<file path="src/rtl/core/ordered_list_engine_unit_assert.svh">
`ifndef ORDERED_LIST_ENGINE_UNIT_ASSERT_SVH
`define ORDERED_LIST_ENGINE_UNIT_ASSERT_SVH

`ifndef SYNTH
`define OLEU_ASSERT_IMPLY(label, clk, rst, ante, cons) \
   label: assert property (@(posedge clk) disable iff (rst) (ante) |-> (cons)) \
      else $error("list engine check failed");
`define OLEU_ASSERT_NEXT(label, clk, rst, ante, cons) \
   label: assert property (@(posedge clk) disable iff (rst) (ante) |=> (cons)) \
      else $error("list engine check failed");
`else
`define OLEU_ASSERT_IMPLY(label, clk, rst, ante, cons)
`define OLEU_ASSERT_NEXT(label, clk, rst, ante, cons)
`endif

`endif

</file>
<file path="src/rtl/core/oleu_pkg.sv">
package oleu_pkg;

   localparam logic [2:0] FUNC_PUSH_FRONT = 3'd0;
   localparam logic [2:0] FUNC_PUSH_BACK  = 3'd1;
   localparam logic [2:0] FUNC_SORTED     = 3'd2;
   localparam logic [2:0] FUNC_POP        = 3'd3;
   localparam logic [2:0] FUNC_DELETE     = 3'd4;

   localparam logic signed [31:0] INT_MIN = 32'sh8000_0000;

   typedef enum logic [2:0] {
      OP_PUSH_FRONT,
      OP_PUSH_BACK,
      OP_SORTED,
      OP_POP,
      OP_DELETE,
      OP_NOP
   } op_type;

   typedef enum logic [1:0] {
      ST_OK,
      ST_EMPTY,
      ST_FULL,
      ST_NOT_FOUND
   } status_type;

   typedef struct packed {
      op_type             op;
      logic signed [31:0] value;
   } cmd_type;

endpackage

</file>
<file path="src/rtl/core/ordered_list_engine_unit.sv">
// Flow: the execute sequencer takes one transaction at a time from the queue:
// dequeue (S_IDLE), per-cell compare (S_CMP), then shift and commit (S_EXEC),
// which waits while the result port stalls; a 2-entry queue keeps the
// request side open while the back end works or the result port stalls.
// Reset: synchronous, active high; empties the list and drops queued work.
module ordered_list_engine_unit #(
   parameter int CAPACITY = 16
) (
   input  logic               clock,
   input  logic               reset,
   input  logic               req_valid,
   output logic               req_ready,
   input  logic [2:0]         req_func,
   input  logic signed [31:0] req_value,
   output logic               rsp_valid,
   input  logic               rsp_ready,
   output logic signed [31:0] rsp_popped,
   output logic [1:0]         rsp_status,
   output logic [4:0]         rsp_count,
   output logic               rsp_is_empty
);
   import oleu_pkg::*;

   `include "ordered_list_engine_unit_assert.svh"

   logic    q_valid;
   logic    q_pop;
   cmd_type q_cmd;

   oleu_front u_front (
      .clock     (clock),
      .reset     (reset),
      .req_valid (req_valid),
      .req_ready (req_ready),
      .req_func  (req_func),
      .req_value (req_value),
      .q_valid   (q_valid),
      .q_pop     (q_pop),
      .q_cmd     (q_cmd)
   );

   oleu_back #(
      .CAPACITY (CAPACITY)
   ) u_back (
      .clock        (clock),
      .reset        (reset),
      .q_valid      (q_valid),
      .q_pop        (q_pop),
      .q_cmd        (q_cmd),
      .rsp_valid    (rsp_valid),
      .rsp_ready    (rsp_ready),
      .rsp_popped   (rsp_popped),
      .rsp_status   (rsp_status),
      .rsp_count    (rsp_count),
      .rsp_is_empty (rsp_is_empty)
   );

   `OLEU_ASSERT_IMPLY(a_pop_needs_entry, clock, reset, q_pop, q_valid)
   `OLEU_ASSERT_NEXT(a_accept_fills_queue, clock, reset, req_valid && req_ready, q_valid)
   `OLEU_ASSERT_IMPLY(a_empty_pop_result, clock, reset,
      rsp_valid && (rsp_status == ST_EMPTY), (rsp_popped == INT_MIN) && rsp_is_empty)
   `OLEU_ASSERT_IMPLY(a_full_not_empty, clock, reset,
      rsp_valid && (rsp_status == ST_FULL), !rsp_is_empty)

endmodule

</file>
<file path="src/rtl/core/oleu_front.sv">
module oleu_front (
   input  logic               clock,
   input  logic               reset,
   input  logic               req_valid,
   output logic               req_ready,
   input  logic [2:0]         req_func,
   input  logic signed [31:0] req_value,
   output logic               q_valid,
   input  logic               q_pop,
   output oleu_pkg::cmd_type  q_cmd
);
   import oleu_pkg::*;

   cmd_type    q_ff [2];
   logic       wr_ptr_ff, wr_ptr_in;
   logic       rd_ptr_ff, rd_ptr_in;
   logic [1:0] cnt_ff, cnt_in;
   cmd_type    cls_cmd;
   logic       push;
   logic       pop;

   // classify the request code
   always_comb begin
      cls_cmd.value = req_value;
      case (req_func)
         FUNC_PUSH_FRONT: cls_cmd.op = OP_PUSH_FRONT;
         FUNC_PUSH_BACK:  cls_cmd.op = OP_PUSH_BACK;
         FUNC_SORTED:     cls_cmd.op = OP_SORTED;
         FUNC_POP:        cls_cmd.op = OP_POP;
         FUNC_DELETE:     cls_cmd.op = OP_DELETE;
         default:         cls_cmd.op = OP_NOP;
      endcase
   end

   assign req_ready = (cnt_ff != 2'd2);
   assign q_valid   = (cnt_ff != 2'd0);
   assign q_cmd     = q_ff[rd_ptr_ff];
   assign push      = req_valid && req_ready;
   assign pop       = q_pop && q_valid;

   always_comb begin
      wr_ptr_in = push ? ~wr_ptr_ff : wr_ptr_ff;
      rd_ptr_in = pop ? ~rd_ptr_ff : rd_ptr_ff;
      cnt_in    = cnt_ff + 2'(push) - 2'(pop);
   end

   always_ff @(posedge clock) begin
      if (reset) begin
         wr_ptr_ff <= 1'b0;
         rd_ptr_ff <= 1'b0;
         cnt_ff    <= 2'd0;
      end else begin
         wr_ptr_ff <= wr_ptr_in;
         rd_ptr_ff <= rd_ptr_in;
         cnt_ff    <= cnt_in;
      end
   end

   always_ff @(posedge clock) begin
      if (push) begin
         q_ff[wr_ptr_ff] <= cls_cmd;
      end
   end

endmodule

</file>
<file path="src/rtl/core/oleu_back.sv">
module oleu_back #(
   parameter int CAPACITY = 16
) (
   input  logic               clock,
   input  logic               reset,
   input  logic               q_valid,
   output logic               q_pop,
   input  oleu_pkg::cmd_type  q_cmd,
   output logic               rsp_valid,
   input  logic               rsp_ready,
   output logic signed [31:0] rsp_popped,
   output logic [1:0]         rsp_status,
   output logic [4:0]         rsp_count,
   output logic               rsp_is_empty
);
   import oleu_pkg::*;

   localparam int UW = $clog2(CAPACITY + 1);

   typedef enum logic [1:0] {
      S_IDLE,
      S_CMP,
      S_EXEC
   } state_type;

   state_type          state_ff, state_in;
   cmd_type            cmd_ff, cmd_in;
   logic [UW-1:0]      used_ff, used_in;
   logic               rsp_valid_ff, rsp_valid_in;
   logic signed [31:0] popped_ff, popped_in;
   status_type         status_ff, status_in;
   logic               empty_ff, empty_in;
   logic [CAPACITY-1:0] flag_ff, flag_in;
   logic [CAPACITY-1:0] mask;

   logic signed [31:0] entries_ff [CAPACITY];

   logic out_free;
   logic commit;
   logic is_ins;
   logic is_full;
   logic found;
   logic do_ins;
   logic do_rem;

   assign out_free = !rsp_valid_ff || rsp_ready;
   assign commit   = (state_ff == S_EXEC) && out_free;
   assign q_pop    = (state_ff == S_IDLE) && q_valid;
   assign is_ins   = (cmd_ff.op == OP_PUSH_FRONT) || (cmd_ff.op == OP_PUSH_BACK) ||
                     (cmd_ff.op == OP_SORTED);
   assign is_full  = (used_ff == UW'(CAPACITY));
   assign found    = |flag_ff;
   assign do_ins   = is_ins && !is_full;
   assign do_rem   = ((cmd_ff.op == OP_POP) || (cmd_ff.op == OP_DELETE)) && found;

   // each cell flags where the operation lands; the mask marks cells that move
   for (genvar i = 0; i < CAPACITY; i++) begin : g_cell
      logic signed [31:0] left_val;
      logic signed [31:0] right_val;
      logic               head;
      logic               is_used;
      logic               at_end;

      if (i == 0) begin : g_first
         assign left_val = cmd_ff.value;
         assign head     = 1'b1;
         assign mask[i]  = flag_ff[i];
      end else begin : g_rest
         assign left_val = entries_ff[i-1];
         assign head     = !mask[i-1];
         assign mask[i]  = mask[i-1] | flag_ff[i];
      end

      if (i == CAPACITY - 1) begin : g_last
         assign right_val = entries_ff[i];
      end else begin : g_inner
         assign right_val = entries_ff[i+1];
      end

      assign is_used = (UW'(i) < used_ff);
      assign at_end  = (UW'(i) == used_ff);

      always_comb begin
         case (cmd_ff.op)
            OP_PUSH_FRONT: flag_in[i] = (i == 0);
            OP_PUSH_BACK:  flag_in[i] = at_end;
            OP_SORTED:     flag_in[i] = (is_used && !(entries_ff[i] < cmd_ff.value)) ||
                                        at_end;
            OP_POP:        flag_in[i] = (i == 0) && (used_ff != '0);
            OP_DELETE:     flag_in[i] = is_used && (entries_ff[i] == cmd_ff.value);
            default:       flag_in[i] = 1'b0;
         endcase
      end

      // shift right on insert, left on removal
      always_ff @(posedge clock) begin
         if (commit && mask[i]) begin
            if (do_ins) begin
               entries_ff[i] <= head ? cmd_ff.value : left_val;
            end else if (do_rem) begin
               entries_ff[i] <= right_val;
            end
         end
      end
   end

   always_comb begin
      state_in     = state_ff;
      cmd_in       = cmd_ff;
      used_in      = used_ff;
      rsp_valid_in = rsp_valid_ff && !rsp_ready;
      popped_in    = popped_ff;
      status_in    = status_ff;
      empty_in     = empty_ff;
      case (state_ff)
         S_IDLE: begin
            if (q_valid) begin
               cmd_in   = q_cmd;
               state_in = S_CMP;
            end
         end
         S_CMP: begin
            state_in = S_EXEC;
         end
         S_EXEC: begin
            if (out_free) begin
               used_in      = used_ff + UW'(do_ins) - UW'(do_rem);
               rsp_valid_in = 1'b1;
               empty_in     = (used_in == '0);
               popped_in    = '0;
               status_in    = ST_OK;
               if (is_ins && is_full) begin
                  status_in = ST_FULL;
               end else if (cmd_ff.op == OP_POP) begin
                  if (found) begin
                     popped_in = entries_ff[0];
                  end else begin
                     popped_in = INT_MIN;
                     status_in = ST_EMPTY;
                  end
               end else if ((cmd_ff.op == OP_DELETE) && !found) begin
                  status_in = ST_NOT_FOUND;
               end
               state_in = S_IDLE;
            end
         end
         default: begin
            state_in = S_IDLE;
         end
      endcase
   end

   always_ff @(posedge clock) begin
      if (reset) begin
         state_ff     <= S_IDLE;
         used_ff      <= '0;
         rsp_valid_ff <= 1'b0;
      end else begin
         state_ff     <= state_in;
         used_ff      <= used_in;
         rsp_valid_ff <= rsp_valid_in;
      end
      cmd_ff    <= cmd_in;
      popped_ff <= popped_in;
      status_ff <= status_in;
      empty_ff  <= empty_in;
      if (state_ff == S_CMP) begin
         flag_ff <= flag_in;
      end
   end

   assign rsp_valid    = rsp_valid_ff;
   assign rsp_popped   = popped_ff;
   assign rsp_status   = status_ff;
   assign rsp_count    = 5'(used_ff);
   assign rsp_is_empty = empty_ff;

endmodule

</file>
<file path="config.mk">
export PLATFORM = sky130hd
export DESIGN_NAME = ordered_list_engine_unit
export DESIGN_NICKNAME = d
export VERILOG_FILES = /design/src/rtl/core/oleu_pkg.sv /design/src/rtl/core/ordered_list_engine_unit.sv /design/src/rtl/core/oleu_front.sv /design/src/rtl/core/oleu_back.sv
export VERILOG_INCLUDE_DIRS = /design/src /design/src/rtl/core
export SDC_FILE = /design/constraint.sdc
export NUM_CORES = 2
export LEC_CHECK = 0
export ABC_AREA = 1
export BUFFER_PORTS_ARGS = -buffer_cell sky130_fd_sc_hd__buf_2
export CAP_MARGIN = 10
export CORE_MARGIN = 1.5
export CORE_UTILIZATION = 47
export CTS_CLUSTER_SIZE = 30
export DETAILED_ROUTE_END_ITERATION = 10
export HOLD_SLACK_MARGIN = 0.03
export SLEW_MARGIN = 20
export SYNTH_ARGS = -nofsm -noshare
export SYNTH_HDL_FRONTEND = slang
export SYNTH_SLANG_ARGS = --single-unit
</file>
<file path="constraint.sdc">
create_clock -name clock -period 8.55 [get_ports clock]
set_input_delay 0.4275 -clock clock [delete_from_list [all_inputs] [get_ports clock]]
set_output_delay 0.4275 -clock clock [all_outputs]
set_load 0.03 [all_outputs]
</file>
### Word level (Yosys, flattened, before mapping)

Memory sizes are Yosys's and may differ from the RTL's. A register that Yosys moved wholly into a read port is not among the register bits.
Index checks and enable logic that the tools add are counted.

* bits in registers: 63
* RAM bits: 582
* memories kept: 2
* output and inout port bits: 42
* word-level logic and storage cells: 365
* bits of input ports: 39

* reduce and logical (&&, ||, !) cells: 110
* multiplexer cells: 126
* order comparisons: 32
* bitwise logic cells: 35
* $add $sub $neg: 4
* eq/ne operators: 45

Memory list
* u_back.entries_ff: words 16, bits a word 32, read ports 16, clocked after Yosys merged registers in 0, wr ports 16, line oleu_back.sv:36 `logic signed [31:0] entries_ff [CAPACITY];`
* u_front.q_ff: words 2, bits a word 35, read ports 1, clocked after Yosys merged registers in 1, wr ports 1, line oleu_front.sv:14 `cmd_type q_ff [2];`

Operator list (number)
* $mux W32: 32
* $eq A32 B32 Y1: 16
* $lt A32 B32 Y1: 16
* $mux W1: 72
* $logic_and A1 B1 Y1: 57
* $pmux W1 S3: 15
* $eq A4 B5 Y1 const A: 8
* $lt A4 B5 Y1 const A: 8
* $or A1 B1 Y1: 31
* $eq A3 B5 Y1 const A: 4
* $logic_not A1 Y1: 20
* $logic_or A1 B1 Y1: 20
* $lt A3 B5 Y1 const A: 4
* $reduce_or A16 Y1: 1
* $pmux W3 S5: 1
* $eq A3 B2 Y1 const B: 4
* $eq A2 B5 Y1 const A: 2
* $logic_not A5 Y1: 2
* $lt A1 B5 Y1 const A: 2
* $lt A2 B5 Y1 const A: 2
* $mux W2: 4
* $eq A3 B1 Y1 const B: 2
* $eq A3 B3 Y1 const B: 2
* $logic_not A3 Y1: 2
* other kinds (19): 25

### Depth between registers and ports, before layout

* word-level depth: 19
* mapped depth: 20
* depth with buffers taken out: 18

### Hierarchy

A second synthesis with hierarchy kept.

* cell total of the unflattened synthesis: 5079
* area, all modules: 44410.1 µm²

By module, submodules not included
* oleu_back: instances 1, area each 41468.5 µm², seq. area each 18117.4 µm², cells an instance 4930
* oleu_front: instances 1, area each 2941.6 µm², seq. area each 2202.1 µm², cells an instance 149

### Worst setup path after synthesis

No wires, ideal clock.

* path type: register to register
* start point: register u_back.flag_ff[0]
* end point: memory u_back.entries_ff[1][0] (enable)
* data required time: 8.089 ns
* stages on the path, launching flop included: 14
* path slack: 4.117 ns
* arrival: 3.972 ns
* cell sequence: edfxtp_1 > buf_2 > clkinv_2 > nand2_4 > inv_4 > nand2_4 > nor2_8 > nand2_4 > nor2_8 > a21oi_4 > buf_4 > nor2_1 > buf_2 > nor3_1

RTL lines
* start: declaration: line oleu_back.sv:33 `logic [CAPACITY-1:0] flag_ff, flag_in;`
* start signal: assignment: line oleu_back.sv:168 `flag_ff <= flag_in;`
* end: declaration: line oleu_back.sv:36

==> results.env <==
RUN_STATUS='completed'
TRITONCTS='yes'
CELLPOWERDENSITY_nW_PER_UM2=281
IO_PINS=81
YOSYS_REGISTER_BITS=680
DETAIL_ROUTE.WL_PER_CELL_UM=18.8
POSTCTSSETUPBUFFERS=0
CLOCK_SKEW_NS=0.0355
VIAS_PER_CELL=5.48
POSTCTSRESIZEDCELLS=0
H-TREE-DEPTH=3
SYNTH_ENABLE_FLOP_CELLS=668
TIMING.FINAL.SETUP_VIOLATIONS=0
FIN_CRIT_NS=6.12
HOLD_BUFFERS=35
UNREPAIRED_SETUP_ENDPOINTS_AFTER_GLOBAL_ROUTING='false'
GRT_PASS1_WL_UM=194000
DRV.MAX_CAP_VIOLATION_COUNT=0
SYNTH_WARNINGS=0
SYNTH_TOP_AREA_FRAC=0.450
CORE_AREA_UM2=93600
WORST_HOLD_PATH_CELL_COUNT=2
CRITPATHREQUIREDTIME_NS=8.92
MAX_CLOCK_FREQ_GHz=0.163
SYNTH_CELL_TYPE_COUNT=43
FLOORPLAN.ROWS=112
SYNTH.CELL_AREA_UM2=44600
VIAS_POST_DR=36000
ANTENNA_FOUND_INITIAL=1
MIN_FROM='req_func[1]'
CLKLATENCYLATEPIN_NS=0.68
KIND_OF_PATH_BEHIND_THE_TIGHTEST_HOLD_CHECK='in -> reg'
ANTENNA_LEFT=0
FINAL-INSTANCE-COUNT-EXCL-FILL=6579
CRIT_TYPE='reg -> reg'
GRT_USAGE=0.253
WORSTSETUPENDPOINTTYPE='flip-flop'
LAYOUT-AREA-OVERHEAD-VS-SYNTH_PCT=10.2
FINAL_LAYOUT_SIZE_SUFFIX_GT1_FRAC=0.0577
GRT_PASS1_VIAS=34000
CRIT_PATH_START_KIND='flip-flop'
INITIAL_CORE_UTIL=0.476
FP.DIEW_UM=311
SYNTHFLOPTYPE='sky130_fd_sc_hd__edfxtp_1'
CLK_PIN_SLEW_NS=0.06
TOTAL_NEGATIVE_SLACK_FOR_SETUP_CHECKS_NS=0
GLOBAL_ROUTE.OVERFLOW_TOTAL=0
CP_DATA_ARRIVAL_TIME_NS=6.49
INSERTEDDIODECOUNT=0
TIMING_WORST_SLEW_PIN_VALUE_NS=1.15
SYNTH_TOP_CELL_BY_AREA='sky130_fd_sc_hd__edfxtp_1'
DRT_ITER0_DRC=3273
FINAL_NETS=5834
CTS_SINKS=680
DRT_FIRST_PASS_ITERS=6
MAPPEDNETLISTNETS=5826
GP_CONGESTION=0.934
SYNTH-ASYNC-RESET-RATIO=0
WORST-PATH-MAX-FANOUT=68
PORTBUFFERS=80
WORSTSETUPSTARTPOINT='u_back.flag_ff[0]'
DRC=0
DETAIL_ROUTE.WIRELENGTH_UM=123000
CTS.PATH.MAX_BUFFERS=3
TIMING.REG2REG.WORST_PATH_DEPTH=14
PEAKVDDDROP_mV=0.277
REPORT.FINAL.SLEW_VIOL_COUNT=0
SYNTHESIS.AREA_PER_INSTANCE_UM2=8.48
LAYOUT.CELLS.MOST_COMMON='sky130_fd_sc_hd__nand2_1'
REG2REG_FROM='u_back.flag_ff[0]'
PLACED_CELLS=6397
HOLD_VIOLATIONS=0
SYNTH-SEQ-AREA-SHARE=0.455
LEAKAGEPOWER_nW=20.9
CTS_MADE_BUFFERS=81
MOST_USED_CELLS_IN_THE_LAYOUT_EXCLUDING_FILL_AND_TAP_CELLS='sky130_fd_sc_hd__nand2_1 (1562), sky130_fd_sc_hd__edfxtp_1 (668), sky130_fd_sc_hd__nor2_1 (573)'
FINAL_CYCLE_SHARE=0.716
FP.DIEH_UM=311
POST_SYNTH_MAIN_AREA_CONTRIBUTORS='sky130_fd_sc_hd__edfxtp_1 (45%), sky130_fd_sc_hd__ha_1 (15%), sky130_fd_sc_hd__nand2_1 (13%)'
GRT_MAX_DEGREE=98
DIE_AREA_UM2=96800
HPWL_UM=94900
TIMING.MAX_SLEW.REL_SLACK=0.236
POST_SYNTH_INST_COUNT=5258
CTSROOTBUFFERMASTER='sky130_fd_sc_hd__clkbuf_16'
[synth_stat cells (all sizes together) (2+ instances only)]
| master | instances |
|---|---|
| and2 | 4 |
| o21a | 25 |
| a21oi | 352 |
| xor2 | 4 |
| a31oi | 251 |
| o211ai | 12 |
| a21o | 15 |
| o21bai | 3 |
| ha | 528 |
| nand3 | 112 |
| nor2 | 589 |
| inv | 338 |
| clkinv | 34 |
| clkbuf | 153 |
| nand2 | 1568 |
| nand3b | 5 |
| dfxtp | 12 |
| nand4 | 56 |
| buf | 95 |
| nor3b | 2 |
| o21ai | 380 |
| nor4 | 13 |
| a41oi | 8 |
| nor3 | 26 |
| edfxtp | 668 |
[logic make-up after synthesis]
family                   count (synthesis)  share of synthesized area
AO/OA/AOI/OAI                         1049                      0.129
buffers and inverters                  620                     0.0551
flip-flops                             680                      0.455
adder cells (fa/ha/maj)                529                      0.149
AND/OR/NAND/NOR                       2376                      0.211
XOR/XNOR                                 4                   0.000785
[registers in the layout (all words and copies together), names as in the netlist, 2 cells and up]
signal and flops:
u_front.cnt_ff 2, u_back.cmd_ff 3, u_back.rsp_popped 32, u_front.q_ff 70, u_back.g_cell.left_val 32, u_back.rsp_count 5, u_back.entries_ff 512, u_back.state_ff 2
u_back.rsp_status 2, u_back.flag_ff 16
[critical path: stages, from the launching register on]
cell	delay [ns]
sky130_fd_sc_hd__edfxtp_1	0.41
sky130_fd_sc_hd__clkinv_2	0.40
sky130_fd_sc_hd__nand2_4	0.37
sky130_fd_sc_hd__inv_4	0.42
sky130_fd_sc_hd__nand2_4	0.39
sky130_fd_sc_hd__nor2_8	0.56
sky130_fd_sc_hd__nand2_4	0.15
sky130_fd_sc_hd__nor2_8	0.47
sky130_fd_sc_hd__inv_4	0.31
sky130_fd_sc_hd__nor2_8	0.68
sky130_fd_sc_hd__nand2_4	0.54
sky130_fd_sc_hd__nor2_4	0.21
sky130_fd_sc_hd__buf_4	0.50
sky130_fd_sc_hd__nor3_2	0.06
sky130_fd_sc_hd__buf_4	0.29
[layout make-up]
type / count / area, µm²
repair buffers: 173 / 1240
clock buffers: 106 / 2170
well taps: 1254 / 1570
multi-input cells: 3958 / 22000
clock inverters: 36 / 448
inverters: 372 / 1400
fillers: 8764 / 44500
flip-flops and latches: 680 / 20300
[where the power goes]
part	switching (mW)	internal, mW
logic	3.64	1.77
registers	0.578	4.33
clock network	1.48	2.01
[metal layers]
layer | share of wire | GRT usage
met5 | 0 | 0
met4 | 0.022 | 0.0606
met3 | 0.059 | 0.0357
met2 | 0.46 | 0.413
met1 | 0.46 | 0.353
[final timing paths]
check	to	slack [ns]
setup / recovery	u_back.entries_ff[13][25]	2.43
hold / removal	u_front.q_ff[1][32]	0.08
hold reg to reg	u_back.rsp_valid	0.49
setup reg to reg	u_back.entries_ff[13][25]	2.43
[stage by stage]
step	utilization	worst slack (ns)	hold slack [ns]	total power, mW	area (µm²)
CTS	0.524	1.90	0.0381	13.8	49000
detailed placement	0.492	1.97	0.486	10.3	46100
global route	0.525	1.84	0.0806	14.8	49200
floorplan	-	4.12	0.473	8.47	44600
global placement	0.492	2.11	0.483	10.1	46100
finish	0.525	2.43	0.0806	13.8	49200
No activity file was read; power rests on OpenSTA's default activity.
